[src/hw/rtl/gce_pkg.sv]
// Shared types, field widths, register indexes and helpers for the glyph color expander.
// Used by gce_addr_unit, gce_seq and glyph_color_expand_scaled; depends on nothing else.
package gce_pkg;

  // Field widths of the input word, the result word and the registers.
  localparam int unsigned ROW_W      = 16;
  localparam int unsigned ROW_IDX_W  = 4;
  localparam int unsigned WIDTH_W    = 5;
  localparam int unsigned POS_W      = 12;
  localparam int unsigned ROWIDX_W   = 5;
  localparam int unsigned PIX_W      = 32;
  localparam int unsigned ADDR_W     = 32;
  localparam int unsigned STRIDE_W   = 16;
  localparam int unsigned BPP_W      = 3;
  localparam int unsigned SCALE_W    = 2;
  localparam int unsigned CFG_IDX_W  = 8;
  localparam int unsigned CFG_DATA_W = 32;

  // Packed stream words, padded to whole bytes.
  localparam int unsigned S_FIELDS_W = ROW_W + WIDTH_W + 2 * POS_W + ROWIDX_W + 2 * PIX_W;
  localparam int unsigned S_DATA_W   = ((S_FIELDS_W + 7) / 8) * 8;
  localparam int unsigned M_DATA_W   = ADDR_W + PIX_W;

  // Bit offsets of the input fields inside the input word.
  localparam int unsigned OFS_ROW   = 0;
  localparam int unsigned OFS_WIDTH = OFS_ROW + ROW_W;
  localparam int unsigned OFS_COL   = OFS_WIDTH + WIDTH_W;
  localparam int unsigned OFS_LINE  = OFS_COL + POS_W;
  localparam int unsigned OFS_RIDX  = OFS_LINE + POS_W;
  localparam int unsigned OFS_FG    = OFS_RIDX + ROWIDX_W;
  localparam int unsigned OFS_BG    = OFS_FG + PIX_W;

  // Parameter defaults.
  localparam int unsigned DEF_MAX_FONT_WIDTH = 16;
  localparam int unsigned DEF_MAX_SCALE      = 2;

  // Register indexes on the configuration port.
  localparam logic [CFG_IDX_W-1:0] REG_FRAME_BASE  = 8'd0;
  localparam logic [CFG_IDX_W-1:0] REG_LINE_STRIDE = 8'd1;
  localparam logic [CFG_IDX_W-1:0] REG_BPP         = 8'd2;
  localparam logic [CFG_IDX_W-1:0] REG_SCALE_X     = 8'd3;
  localparam logic [CFG_IDX_W-1:0] REG_SCALE_Y     = 8'd4;

  // Register reset values.
  localparam logic [BPP_W-1:0]   BPP_RESET   = 3'd4;
  localparam logic [SCALE_W-1:0] SCALE_RESET = 2'd1;

  // Operations of the shared address unit.
  typedef enum logic [2:0] {
    OP_HOLD,
    OP_MUL,
    OP_BASE,
    OP_XOFF,
    OP_STEP
  } gce_op_e;

  // Byte-lane mask for a pixel of bpp bytes (bpp already in 1..4).
  function automatic logic [PIX_W-1:0] pixel_mask(input logic [BPP_W-1:0] bpp);
    logic [PIX_W-1:0] m;
    unique case (bpp)
      3'd1:    m = 32'h0000_00FF;
      3'd2:    m = 32'h0000_FFFF;
      3'd3:    m = 32'h00FF_FFFF;
      default: m = 32'hFFFF_FFFF;
    endcase
    return m;
  endfunction

endpackage

[src/hw/rtl/gce_addr_unit.sv]
// Shared address datapath: one registered multiply step and a single 32-bit adder.
// Depends on gce_pkg; driven by the operation code from gce_seq.
module gce_addr_unit #(
  parameter int unsigned YW = 14,
  parameter int unsigned XW = 13
) (
  input  logic                            clk_i,
  input  gce_pkg::gce_op_e                op_i,
  input  logic [YW-1:0]                   y_i,
  input  logic [XW-1:0]                   colsx_i,
  input  logic [gce_pkg::ADDR_W-1:0]      frame_base_i,
  input  logic [gce_pkg::STRIDE_W-1:0]    stride_i,
  input  logic [gce_pkg::BPP_W-1:0]       bpp_i,
  output logic [gce_pkg::ADDR_W-1:0]      addr_o
);

  localparam int unsigned PW = YW + gce_pkg::STRIDE_W;
  localparam int unsigned OW = XW + gce_pkg::BPP_W;

  logic [PW-1:0]               prod_q;
  logic [OW-1:0]               xoff_q;
  logic [gce_pkg::ADDR_W-1:0]  addr_q, addr_d;
  logic [gce_pkg::ADDR_W-1:0]  add_a, add_b, add_sum;

  // Operand selection for the one shared adder.
  always_comb begin
    add_a = addr_q;
    add_b = '0;
    case (op_i)
      gce_pkg::OP_BASE: begin
        add_a = frame_base_i;
        add_b = gce_pkg::ADDR_W'(prod_q);
      end
      gce_pkg::OP_XOFF: add_b = gce_pkg::ADDR_W'(xoff_q);
      gce_pkg::OP_STEP: add_b = gce_pkg::ADDR_W'(bpp_i);
      default:          add_b = '0;
    endcase
  end

  assign add_sum = add_a + add_b;

  // The address register only moves on adder operations.
  always_comb begin
    case (op_i)
      gce_pkg::OP_BASE,
      gce_pkg::OP_XOFF,
      gce_pkg::OP_STEP: addr_d = add_sum;
      default:          addr_d = addr_q;
    endcase
  end

  // Line offset and column offset products, then the running address.
  always_ff @(posedge clk_i) begin
    if (op_i == gce_pkg::OP_MUL) begin
      prod_q <= PW'(y_i * stride_i);
      xoff_q <= OW'(colsx_i * bpp_i);
    end
    addr_q <= addr_d;
  end

  assign addr_o = addr_q;

endmodule

[src/hw/rtl/gce_seq.sv]
// Row sequencer: takes one input word, walks lines, dots and repeats, drives the result word.
// Depends on gce_pkg; steers gce_addr_unit through an operation code.
module gce_seq #(
  parameter int unsigned MAX_FONT_WIDTH = gce_pkg::DEF_MAX_FONT_WIDTH,
  parameter int unsigned MAX_SCALE      = gce_pkg::DEF_MAX_SCALE,
  parameter int unsigned YW             = 14,
  parameter int unsigned XW             = 13
) (
  input  logic                          clk_i,
  input  logic                          rst_ni,
  input  logic                          in_valid_i,
  output logic                          in_ready_o,
  input  logic [gce_pkg::S_DATA_W-1:0]  in_data_i,
  output logic                          out_valid_o,
  input  logic                          out_ready_i,
  output logic                          out_last_o,
  output logic [gce_pkg::PIX_W-1:0]     out_pixel_o,
  input  logic [gce_pkg::SCALE_W-1:0]   sx_i,
  input  logic [gce_pkg::SCALE_W-1:0]   sy_i,
  input  logic [gce_pkg::BPP_W-1:0]     bpp_i,
  output gce_pkg::gce_op_e              op_o,
  output logic [YW-1:0]                 y_o,
  output logic [XW-1:0]                 colsx_o
);

  localparam int unsigned DW = (MAX_FONT_WIDTH > 1) ? $clog2(MAX_FONT_WIDTH) : 1;
  localparam int unsigned RW = (MAX_SCALE > 1) ? $clog2(MAX_SCALE) : 1;
  localparam logic [gce_pkg::WIDTH_W-1:0] WidthMax = gce_pkg::WIDTH_W'(MAX_FONT_WIDTH);

  localparam logic [1:0] S_IDLE = 2'd0;
  localparam logic [1:0] S_MUL  = 2'd1;
  localparam logic [1:0] S_BASE = 2'd2;
  localparam logic [1:0] S_EMIT = 2'd3;

  logic [1:0] state_q, state_d;
  logic       base_done_q, base_done_d;

  logic [DW-1:0] dot_q, dot_d;
  logic [RW-1:0] rx_q, rx_d;
  logic [RW-1:0] ry_q, ry_d;

  logic [gce_pkg::ROW_W-1:0]   bits_q;
  logic [gce_pkg::WIDTH_W-1:0] wid_q;
  logic [YW-1:0]               ysc_q;
  logic [XW-1:0]               colsx_q;
  logic [gce_pkg::PIX_W-1:0]   fg_q, bg_q;

  logic [gce_pkg::ROW_W-1:0]    in_bits;
  logic [gce_pkg::WIDTH_W-1:0]  in_width, eff_width;
  logic [gce_pkg::POS_W-1:0]    in_col, in_line;
  logic [gce_pkg::ROWIDX_W-1:0] in_ridx;
  logic [gce_pkg::POS_W:0]      in_ybase;

  logic in_fire, out_fire;
  logic dot_end, rx_end, ry_end;
  logic [gce_pkg::ROW_IDX_W-1:0] bit_idx;

  // Field unpacking.
  assign in_bits  = in_data_i[gce_pkg::OFS_ROW   +: gce_pkg::ROW_W];
  assign in_width = in_data_i[gce_pkg::OFS_WIDTH +: gce_pkg::WIDTH_W];
  assign in_col   = in_data_i[gce_pkg::OFS_COL   +: gce_pkg::POS_W];
  assign in_line  = in_data_i[gce_pkg::OFS_LINE  +: gce_pkg::POS_W];
  assign in_ridx  = in_data_i[gce_pkg::OFS_RIDX  +: gce_pkg::ROWIDX_W];
  assign in_ybase = (gce_pkg::POS_W + 1)'(in_line) + (gce_pkg::POS_W + 1)'(in_ridx);

  // Wide glyphs are cut to the font width limit.
  assign eff_width = (in_width > WidthMax) ? WidthMax : in_width;

  assign in_ready_o  = (state_q == S_IDLE);
  assign out_valid_o = (state_q == S_EMIT);
  assign in_fire     = in_valid_i && in_ready_o;
  assign out_fire    = out_valid_o && out_ready_i;

  // End-of-walk flags for the three nested counters.
  assign rx_end  = (gce_pkg::SCALE_W'(rx_q) == sx_i - 2'd1);
  assign ry_end  = (gce_pkg::SCALE_W'(ry_q) == sy_i - 2'd1);
  assign dot_end = (gce_pkg::WIDTH_W'(dot_q) == wid_q - 5'd1);

  // Dot x sits at bit ROW_W-1-x of the font row.
  assign bit_idx     = gce_pkg::ROW_IDX_W'(gce_pkg::ROW_W - 1) - gce_pkg::ROW_IDX_W'(dot_q);
  assign out_pixel_o = (bits_q[bit_idx] ? fg_q : bg_q) & gce_pkg::pixel_mask(bpp_i);
  assign out_last_o  = dot_end && rx_end && ry_end;

  assign y_o     = ysc_q + YW'(ry_q);
  assign colsx_o = colsx_q;

  // Sequencer: multiply, base add, column add, then one pixel per accepted result.
  always_comb begin
    state_d     = state_q;
    base_done_d = base_done_q;
    dot_d       = dot_q;
    rx_d        = rx_q;
    ry_d        = ry_q;
    op_o        = gce_pkg::OP_HOLD;
    unique case (state_q)
      S_IDLE: begin
        if (in_fire && (eff_width != '0)) begin
          state_d = S_MUL;
          dot_d   = '0;
          rx_d    = '0;
          ry_d    = '0;
        end
      end
      S_MUL: begin
        op_o        = gce_pkg::OP_MUL;
        state_d     = S_BASE;
        base_done_d = 1'b0;
      end
      S_BASE: begin
        if (!base_done_q) begin
          op_o        = gce_pkg::OP_BASE;
          base_done_d = 1'b1;
        end else begin
          op_o    = gce_pkg::OP_XOFF;
          state_d = S_EMIT;
        end
      end
      S_EMIT: begin
        if (out_fire) begin
          if (!rx_end) begin
            op_o = gce_pkg::OP_STEP;
            rx_d = rx_q + 1'b1;
          end else if (!dot_end) begin
            op_o  = gce_pkg::OP_STEP;
            rx_d  = '0;
            dot_d = dot_q + 1'b1;
          end else if (!ry_end) begin
            rx_d    = '0;
            dot_d   = '0;
            ry_d    = ry_q + 1'b1;
            state_d = S_MUL;
          end else begin
            rx_d    = '0;
            dot_d   = '0;
            ry_d    = '0;
            state_d = S_IDLE;
          end
        end
      end
      default: state_d = S_IDLE;
    endcase
  end

  // Control registers.
  always_ff @(posedge clk_i or negedge rst_ni) begin
    if (!rst_ni) begin
      state_q     <= S_IDLE;
      base_done_q <= 1'b0;
      dot_q       <= '0;
      rx_q        <= '0;
      ry_q        <= '0;
    end else begin
      state_q     <= state_d;
      base_done_q <= base_done_d;
      dot_q       <= dot_d;
      rx_q        <= rx_d;
      ry_q        <= ry_d;
    end
  end

  // Item registers, loaded when a word is taken.
  always_ff @(posedge clk_i) begin
    if (in_fire) begin
      bits_q  <= in_bits;
      wid_q   <= eff_width;
      ysc_q   <= YW'(in_ybase * sy_i);
      colsx_q <= XW'(in_col * sx_i);
      fg_q    <= in_data_i[gce_pkg::OFS_FG +: gce_pkg::PIX_W];
      bg_q    <= in_data_i[gce_pkg::OFS_BG +: gce_pkg::PIX_W];
    end
  end

`ifndef NO_ASSERTIONS
  a_dot_in_range: assert property (@(posedge clk_i) disable iff (!rst_ni)
    (state_q == S_EMIT) |-> (gce_pkg::WIDTH_W'(dot_q) < wid_q))
    else $error("dot counter ran past the glyph width");

  a_last_ends_item: assert property (@(posedge clk_i) disable iff (!rst_ni)
    (out_fire && out_last_o) |=> (state_q == S_IDLE))
    else $error("sequencer kept running after the last word");

  a_zero_width_idle: assert property (@(posedge clk_i) disable iff (!rst_ni)
    (in_fire && (in_width == '0)) |=> (state_q == S_IDLE))
    else $error("zero-width row started a walk");

  a_mul_then_base: assert property (@(posedge clk_i) disable iff (!rst_ni)
    (state_q == S_MUL) |=> (state_q == S_BASE && !base_done_q))
    else $error("line setup skipped the base add");
`endif

endmodule

[src/hw/rtl/glyph_color_expand_scaled.sv]
// Top level of the glyph color expander: configuration registers, sequencer and address unit.
// Depends on gce_pkg, gce_seq and gce_addr_unit.
//
// Expands one 1-bit font row per input word into framebuffer pixel writes, each dot repeated
// scale_x times across and the row scale_y times down; the final write of a row carries tlast.
// One word is taken at a time. After a word is taken, each scan line starts with one multiply
// step and two adds to set up the line address, then gives one write per cycle while the
// output is ready. The single 32-bit address adder serves both line setup and the per-pixel
// step. A row of width zero is taken and gives no writes. Configuration is taken in any cycle
// and must only be written while no row is in progress.
module glyph_color_expand_scaled #(
  parameter int unsigned MAX_FONT_WIDTH = gce_pkg::DEF_MAX_FONT_WIDTH,
  parameter int unsigned MAX_SCALE      = gce_pkg::DEF_MAX_SCALE
) (
  input  logic                            clk_i,
  input  logic                            rst_ni,
  // Input words.
  input  logic                            s_axis_tvalid,
  output logic                            s_axis_tready,
  // row_bits[15:0], glyph_width[20:16], glyph_col[32:21], glyph_line[44:33],
  // row_index[49:45], fg_pixel[81:50], bg_pixel[113:82], zero pad[119:114]
  input  logic [gce_pkg::S_DATA_W-1:0]    s_axis_tdata,
  // Result words.
  output logic                            m_axis_tvalid,
  input  logic                            m_axis_tready,
  // write_addr[31:0], write_pixel[63:32]
  output logic [gce_pkg::M_DATA_W-1:0]    m_axis_tdata,
  output logic                            m_axis_tlast,
  // Configuration writes.
  input  logic                            cfg_valid_i,
  output logic                            cfg_ready_o,
  input  logic [gce_pkg::CFG_IDX_W-1:0]   cfg_index_i,
  input  logic [gce_pkg::CFG_DATA_W-1:0]  cfg_data_i
);

  localparam int unsigned YMax = ((2 ** gce_pkg::POS_W - 1) + (2 ** gce_pkg::ROWIDX_W - 1))
                                 * MAX_SCALE + MAX_SCALE - 1;
  localparam int unsigned YW   = $clog2(YMax + 1);
  localparam int unsigned XW   = $clog2((2 ** gce_pkg::POS_W - 1) * MAX_SCALE + 1);
  localparam logic [gce_pkg::SCALE_W-1:0] ScaleMax = gce_pkg::SCALE_W'(MAX_SCALE);

  logic [gce_pkg::ADDR_W-1:0]   frame_base_q;
  logic [gce_pkg::STRIDE_W-1:0] line_stride_q;
  logic [gce_pkg::BPP_W-1:0]    bpp_q;
  logic [gce_pkg::SCALE_W-1:0]  scale_x_q, scale_y_q;

  logic [gce_pkg::BPP_W-1:0]    bpp_eff;
  logic [gce_pkg::SCALE_W-1:0]  sx_eff, sy_eff;

  gce_pkg::gce_op_e             op;
  logic [YW-1:0]                y_val;
  logic [XW-1:0]                colsx;
  logic [gce_pkg::ADDR_W-1:0]   write_addr;
  logic [gce_pkg::PIX_W-1:0]    write_pixel;

  assign cfg_ready_o = 1'b1;

  // Configuration registers; writes beyond the list are dropped.
  always_ff @(posedge clk_i or negedge rst_ni) begin
    if (!rst_ni) begin
      frame_base_q  <= '0;
      line_stride_q <= '0;
      bpp_q         <= gce_pkg::BPP_RESET;
      scale_x_q     <= gce_pkg::SCALE_RESET;
      scale_y_q     <= gce_pkg::SCALE_RESET;
    end else if (cfg_valid_i && cfg_ready_o) begin
      unique case (cfg_index_i)
        gce_pkg::REG_FRAME_BASE:  frame_base_q  <= cfg_data_i;
        gce_pkg::REG_LINE_STRIDE: line_stride_q <= cfg_data_i[gce_pkg::STRIDE_W-1:0];
        gce_pkg::REG_BPP:         bpp_q         <= cfg_data_i[gce_pkg::BPP_W-1:0];
        gce_pkg::REG_SCALE_X:     scale_x_q     <= cfg_data_i[gce_pkg::SCALE_W-1:0];
        gce_pkg::REG_SCALE_Y:     scale_y_q     <= cfg_data_i[gce_pkg::SCALE_W-1:0];
        default: ;
      endcase
    end
  end

  // Out-of-range settings fold into the nearest legal value.
  always_comb begin
    if (bpp_q == '0) begin
      bpp_eff = 3'd1;
    end else if (bpp_q > 3'd4) begin
      bpp_eff = 3'd4;
    end else begin
      bpp_eff = bpp_q;
    end
    if (scale_x_q == '0) begin
      sx_eff = 2'd1;
    end else if (scale_x_q > ScaleMax) begin
      sx_eff = ScaleMax;
    end else begin
      sx_eff = scale_x_q;
    end
    if (scale_y_q == '0) begin
      sy_eff = 2'd1;
    end else if (scale_y_q > ScaleMax) begin
      sy_eff = ScaleMax;
    end else begin
      sy_eff = scale_y_q;
    end
  end

  gce_seq #(
    .MAX_FONT_WIDTH(MAX_FONT_WIDTH),
    .MAX_SCALE     (MAX_SCALE),
    .YW            (YW),
    .XW            (XW)
  ) u_seq (
    .clk_i      (clk_i),
    .rst_ni     (rst_ni),
    .in_valid_i (s_axis_tvalid),
    .in_ready_o (s_axis_tready),
    .in_data_i  (s_axis_tdata),
    .out_valid_o(m_axis_tvalid),
    .out_ready_i(m_axis_tready),
    .out_last_o (m_axis_tlast),
    .out_pixel_o(write_pixel),
    .sx_i       (sx_eff),
    .sy_i       (sy_eff),
    .bpp_i      (bpp_eff),
    .op_o       (op),
    .y_o        (y_val),
    .colsx_o    (colsx)
  );

  gce_addr_unit #(
    .YW(YW),
    .XW(XW)
  ) u_addr (
    .clk_i       (clk_i),
    .op_i        (op),
    .y_i         (y_val),
    .colsx_i     (colsx),
    .frame_base_i(frame_base_q),
    .stride_i    (line_stride_q),
    .bpp_i       (bpp_eff),
    .addr_o      (write_addr)
  );

  assign m_axis_tdata = {write_pixel, write_addr};

endmodule
[config.mk]
export PLATFORM = sky130hd
export DESIGN_NAME = glyph_color_expand_scaled
export DESIGN_NICKNAME = d
export VERILOG_FILES = /design/src/hw/rtl/gce_pkg.sv /design/src/hw/rtl/gce_addr_unit.sv /design/src/hw/rtl/gce_seq.sv /design/src/hw/rtl/glyph_color_expand_scaled.sv
export SDC_FILE = /design/constraint.sdc
export NUM_CORES = 1
export LEC_CHECK = 0
export BUFFER_PORTS_ARGS = -buffer_cell sky130_fd_sc_hd__buf_2
export CAP_MARGIN = 20
export CELL_PAD_IN_SITES_DETAIL_PLACEMENT = 2
export CELL_PAD_IN_SITES_GLOBAL_PLACEMENT = 2
export CORE_ASPECT_RATIO = 1.4
export CORE_MARGIN = 1.5
export CORE_UTILIZATION = 36
export CTS_BUF_LIST = sky130_fd_sc_hd__clkbuf_4 sky130_fd_sc_hd__clkbuf_8 sky130_fd_sc_hd__clkbuf_16
export CTS_CLUSTER_SIZE = 24
export DETAILED_ROUTE_END_ITERATION = 6
export PLACE_DENSITY = 0.85
export SYNTH_ARGS = -nofsm -noshare
export SYNTH_HDL_FRONTEND = slang
export SYNTH_SLANG_ARGS = --single-unit
[constraint.sdc]
create_clock -name clk_i -period 8.7 [get_ports clk_i]
set_input_delay 1.74 -clock clk_i [delete_from_list [all_inputs] [get_ports clk_i]]
set_output_delay 1.74 -clock clk_i [all_outputs]
set_load 0.03 [all_outputs]
==> run summary <==
Top_reg_cell synth: edfxtp_1
Boundary Pins: 233
Rel. slew slack: 0.289
Vias in the first global route: 18,500
DR pass1 iterations: 4
Worst min path class: reg2reg
Nets: 2,644
Crit-path slowest cell: xor2_1
Drt total wl: 64,800 um
CTS Buffer Depth: 3
Fillers: 6,032
Net Count, Synth: 2,431
MaxCap Viol Count: 0
Antenna viol nets, final: 0
Clock transition at path regs: 0.06 ns
Routed len/inst: 22.3 um
CP cell instances: ha_1 > ha_1 > nand3_1 > nor2_1 > xor2_1 > nand2_1 > fa_1 > fa_1 > inv_1 > fa_1 > fa_1 > fa_1 > inv_1 > fa_1 > inv_1 > ha_1 > nand3_1 > o22ai_1 > nor3_1 > a21oi_1 > o221ai_2 > o31ai_1 > a221oi_1 > xnor2_1
Yosys reg bits: 252
Hold path depth: 1
Hold Fails Final Rpt: 0
Period utilization: 0.937
Core box area: 57,500 sq um
GRT Util Overall: 0.221
GR Layer Usage met1: 0.227
Global-route wire length before repair: 102,000 um
Outcome: finished, final reports clean
Main combinational cell family by area after synthesis: adder cells
Setup TNS: 0 ns
Post-synth EDFFs: 190
Critical Path AT: 8.46 ns
Worst path most repeated cell: fa_1
Synth Area in Compound Gates: 0.0784
Worst hold start: frame_base_q[22]$_DFFE_PN0P_
Placed instance area: 22,800 sq um
Yosys warnings: 0
Slew @ Worst Pin: 1.06 ns
RR Endpoint: u_addr.prod_q[28]$_DFFE_PN_
# H-tree levels: 1
Fin area: 23,900 sq um
Worst R2R Setup Slack: 0.55 ns
Worst Path Required: 9.00 ns
Post-Synth XOR/XNOR Area: 0.0415
Syn-to-layout area delta: 14.2%
Drt drc: 0
Layout Cells excl Fill: 2,903
Initial DRC count: 471
Worst setup path class: reg2reg
Crit path capture type: flop
Syn Area/Cell: 10.9 sq um
PwrDens: 250 nW/um^2
Final setup viols: 0
Area of the multi-input gates: 12,500 sq um
Tmin final: 8.15 ns
Max Clk Rate: 123 MHz
Simple-gate portion of the synthesized area: 0.128
Pin count of the biggest net entering global routing: 63
Die ar.: 59,600 sq um
Initial antenna violation count: 4
FFs w/ async S/R, synth: 0.246
Gpl congestion: 0.839
CP Max Fanout: 9
RSZ-0062 raised after global routing: false
Hold endpoint: frame_base_q[22]$_DFFE_PN0P_
Total gr overflow: 0
Post-CTS Setup Bufs: 0
Met2 GRT Util: 0.437
PortBufs: 225
Most common cell after layout, fill and taps aside: inv_1
Final slew viol count: 0
Post-Synthesis Cell Area: 20,900 sq um
Global route hottest layer: met2
Initial core utilization: 0.364
Post-cts repair resize count: 0
Post-Synth Adder-Cell Area: 0.270
CP delay by family, top: adder cells
Sequential share of the synthesized area: 0.347
Post-CTS Hold Buffers: 0
Dpl cells: 2,843
Max incr delay on CP: 0.63 ns
CTS root buffer: clkbuf_16
CTS buffer count: 30
Die H: 288 um
Share of cells above drive strength 1: 0.195
# clock sinks: 252
Launch point of the worst reg-to-reg path: u_seq.ry_q$_DFFE_PN0P_
Worst skew pair latency: 0.61 ns
Netlist cell types: 76
Die X: 207 um
Met3 Use GR: 0.0344
Layout Skew: 0.0527 ns
Worst Reg-to-Reg Cells: 24
Mux contribution to synthesized area: 0.0766
HPWL Detailed: 50,500 um
Vias: 15,300
Register area: 7260 sq um
Site Rows: 104
Syn Inst Count: 1,922
CTS tree: yes
Vias/cell: 5.27
Most frequent cells in the layout: inv_1, buf_2, nand2_1, edfxtp_1, fa_1
LEAKAGE: 11.2 nW
CP bufs+invs: 3
VDD IR-drop max: 0.000167 V
Worst setup SP type: flop
worst max path at each step:
stage / to / depth (start not counted) / slack [ns] / startpoint
after global routing: u_addr.prod_q[28]$_DFFE_PN_ / 24 / 0.06 / u_seq.ry_q$_DFFE_PN0P_
after floorplan: u_addr.prod_q[0]$_DFFE_PN_ / 3 / 1.13 / m_axis_tready
after detailed placement: u_addr.prod_q[28]$_DFFE_PN_ / 24 / 0.67 / u_seq.ry_q$_DFFE_PN0P_
after global placement: u_addr.prod_q[28]$_DFFE_PN_ / 27 / 1.08 / u_seq.ry_q$_DFFE_PN0P_
after CTS: u_addr.prod_q[28]$_DFFE_PN_ / 24 / 0.48 / u_seq.ry_q$_DFFE_PN0P_
final: u_addr.prod_q[28]$_DFFE_PN_ / 24 / 0.55 / u_seq.ry_q$_DFFE_PN0P_
report_power, final:
part / leakage (nW) / switching (mW) / internal, mW
Clock: 0.523 / 0.539 / 0.816
Combinational: 8.04 / 1.70 / 1.00
Sequential: 2.62 / 0.181 / 1.73
Total: 11.2 / 2.42 / 3.55
per-layer routing:
layer,wire [um],vias to the layer above
met5,30,-
met4,2520,4
met3,2690,137
met2,36100,394
met1,23400,7868
li1,-,6902
state kept, by name, indices dropped and copies added (netlist names), 13 cells and up:
name / count
u_seq.colsx_o: 13
u_addr.prod_q: 30
line_stride_q: 16
u_seq.bg_q: 32
u_addr.addr_o: 32
u_seq.bits_q: 16
u_seq.fg_q: 32
u_addr.xoff_q: 16
frame_base_q: 32
u_seq.ysc_q: 14
Yosys cell counts (all sizes together), types with 6 or more instances:
library cell | number | share of area
inv | 233 | 0.042
nand2 | 192 | 0.034
edfxtp | 190 | 0.27
fa | 180 | 0.17
ha | 164 | 0.098
and2 | 140 | 0.042
mux2 | 106 | 0.058
nor2 | 87 | 0.016
xnor2 | 76 | 0.032
a21oi | 65 | 0.016
dfrtp | 61 | 0.073
o21ai | 52 | 0.013
clkbuf | 46 | 0.0083
nor2b | 28 | 0.0084
a21o | 27 | 0.0097
mux2i | 27 | 0.013
nand3 | 25 | 0.0060
xor2 | 23 | 0.0096
buf | 19 | 0.0075
nor3 | 19 | 0.0045
nand2b | 15 | 0.0045
a22o | 14 | 0.0059
and3 | 11 | 0.0033
o21a | 11 | 0.0039
o21bai | 9 | 0.0032
a211oi | 8 | 0.0031
or3 | 7 | 0.0021
o31ai | 6 | 0.0024
stage by stage:
step	utilization	setup WS, ns	power [mW]	hold WS (ns)
floorplan	-	1.13	3.80	0.475
global placement	0.397	1.08	4.39	0.486
detailed placement	0.397	0.671	4.61	0.493
CTS	0.415	0.480	6.01	0.507
global route	0.415	0.0605	6.32	0.525
finish	0.415	0.545	5.97	0.505
worst reg2reg max path, delay by kind of cell, from the launching register on:
| family | cells | cell delay [ns] |
|---|---|---|
| fa+ha+maj | 9 | 4.12 |
| compound gates | 5 | 1.50 |
| xor+xnor | 2 | 0.80 |
| simple gates | 5 | 0.86 |
| buf+inv | 3 | 0.22 |
| flops | 1 | 0.38 |
logic make-up (layout without fill, tap and decap cells):
kind of cell,Yosys count,in the layout
other,1,3
muxes,138,138
and+or+nand+nor,545,545
buffers and inverters,299,536
xor gates and xnor gates,99,99
adders and majority gates,344,344
DFF,252,252
AOI/OAI and AO/OA,244,244
final cells by class:
type / instances / area share
Sequential cell: 252 / 0.304
Multi-Input combinational cell: 1371 / 0.522
Inverter: 234 / 0.0368
Clock inverter: 19 / 0.0104
Timing Repair Buffer: 246 / 0.0540
Tap cell: 742 / 0.0389
Antenna cell: 2 / 0.000209
Clock buffer: 37 / 0.0341
Power figures use the tool's default switching activity.
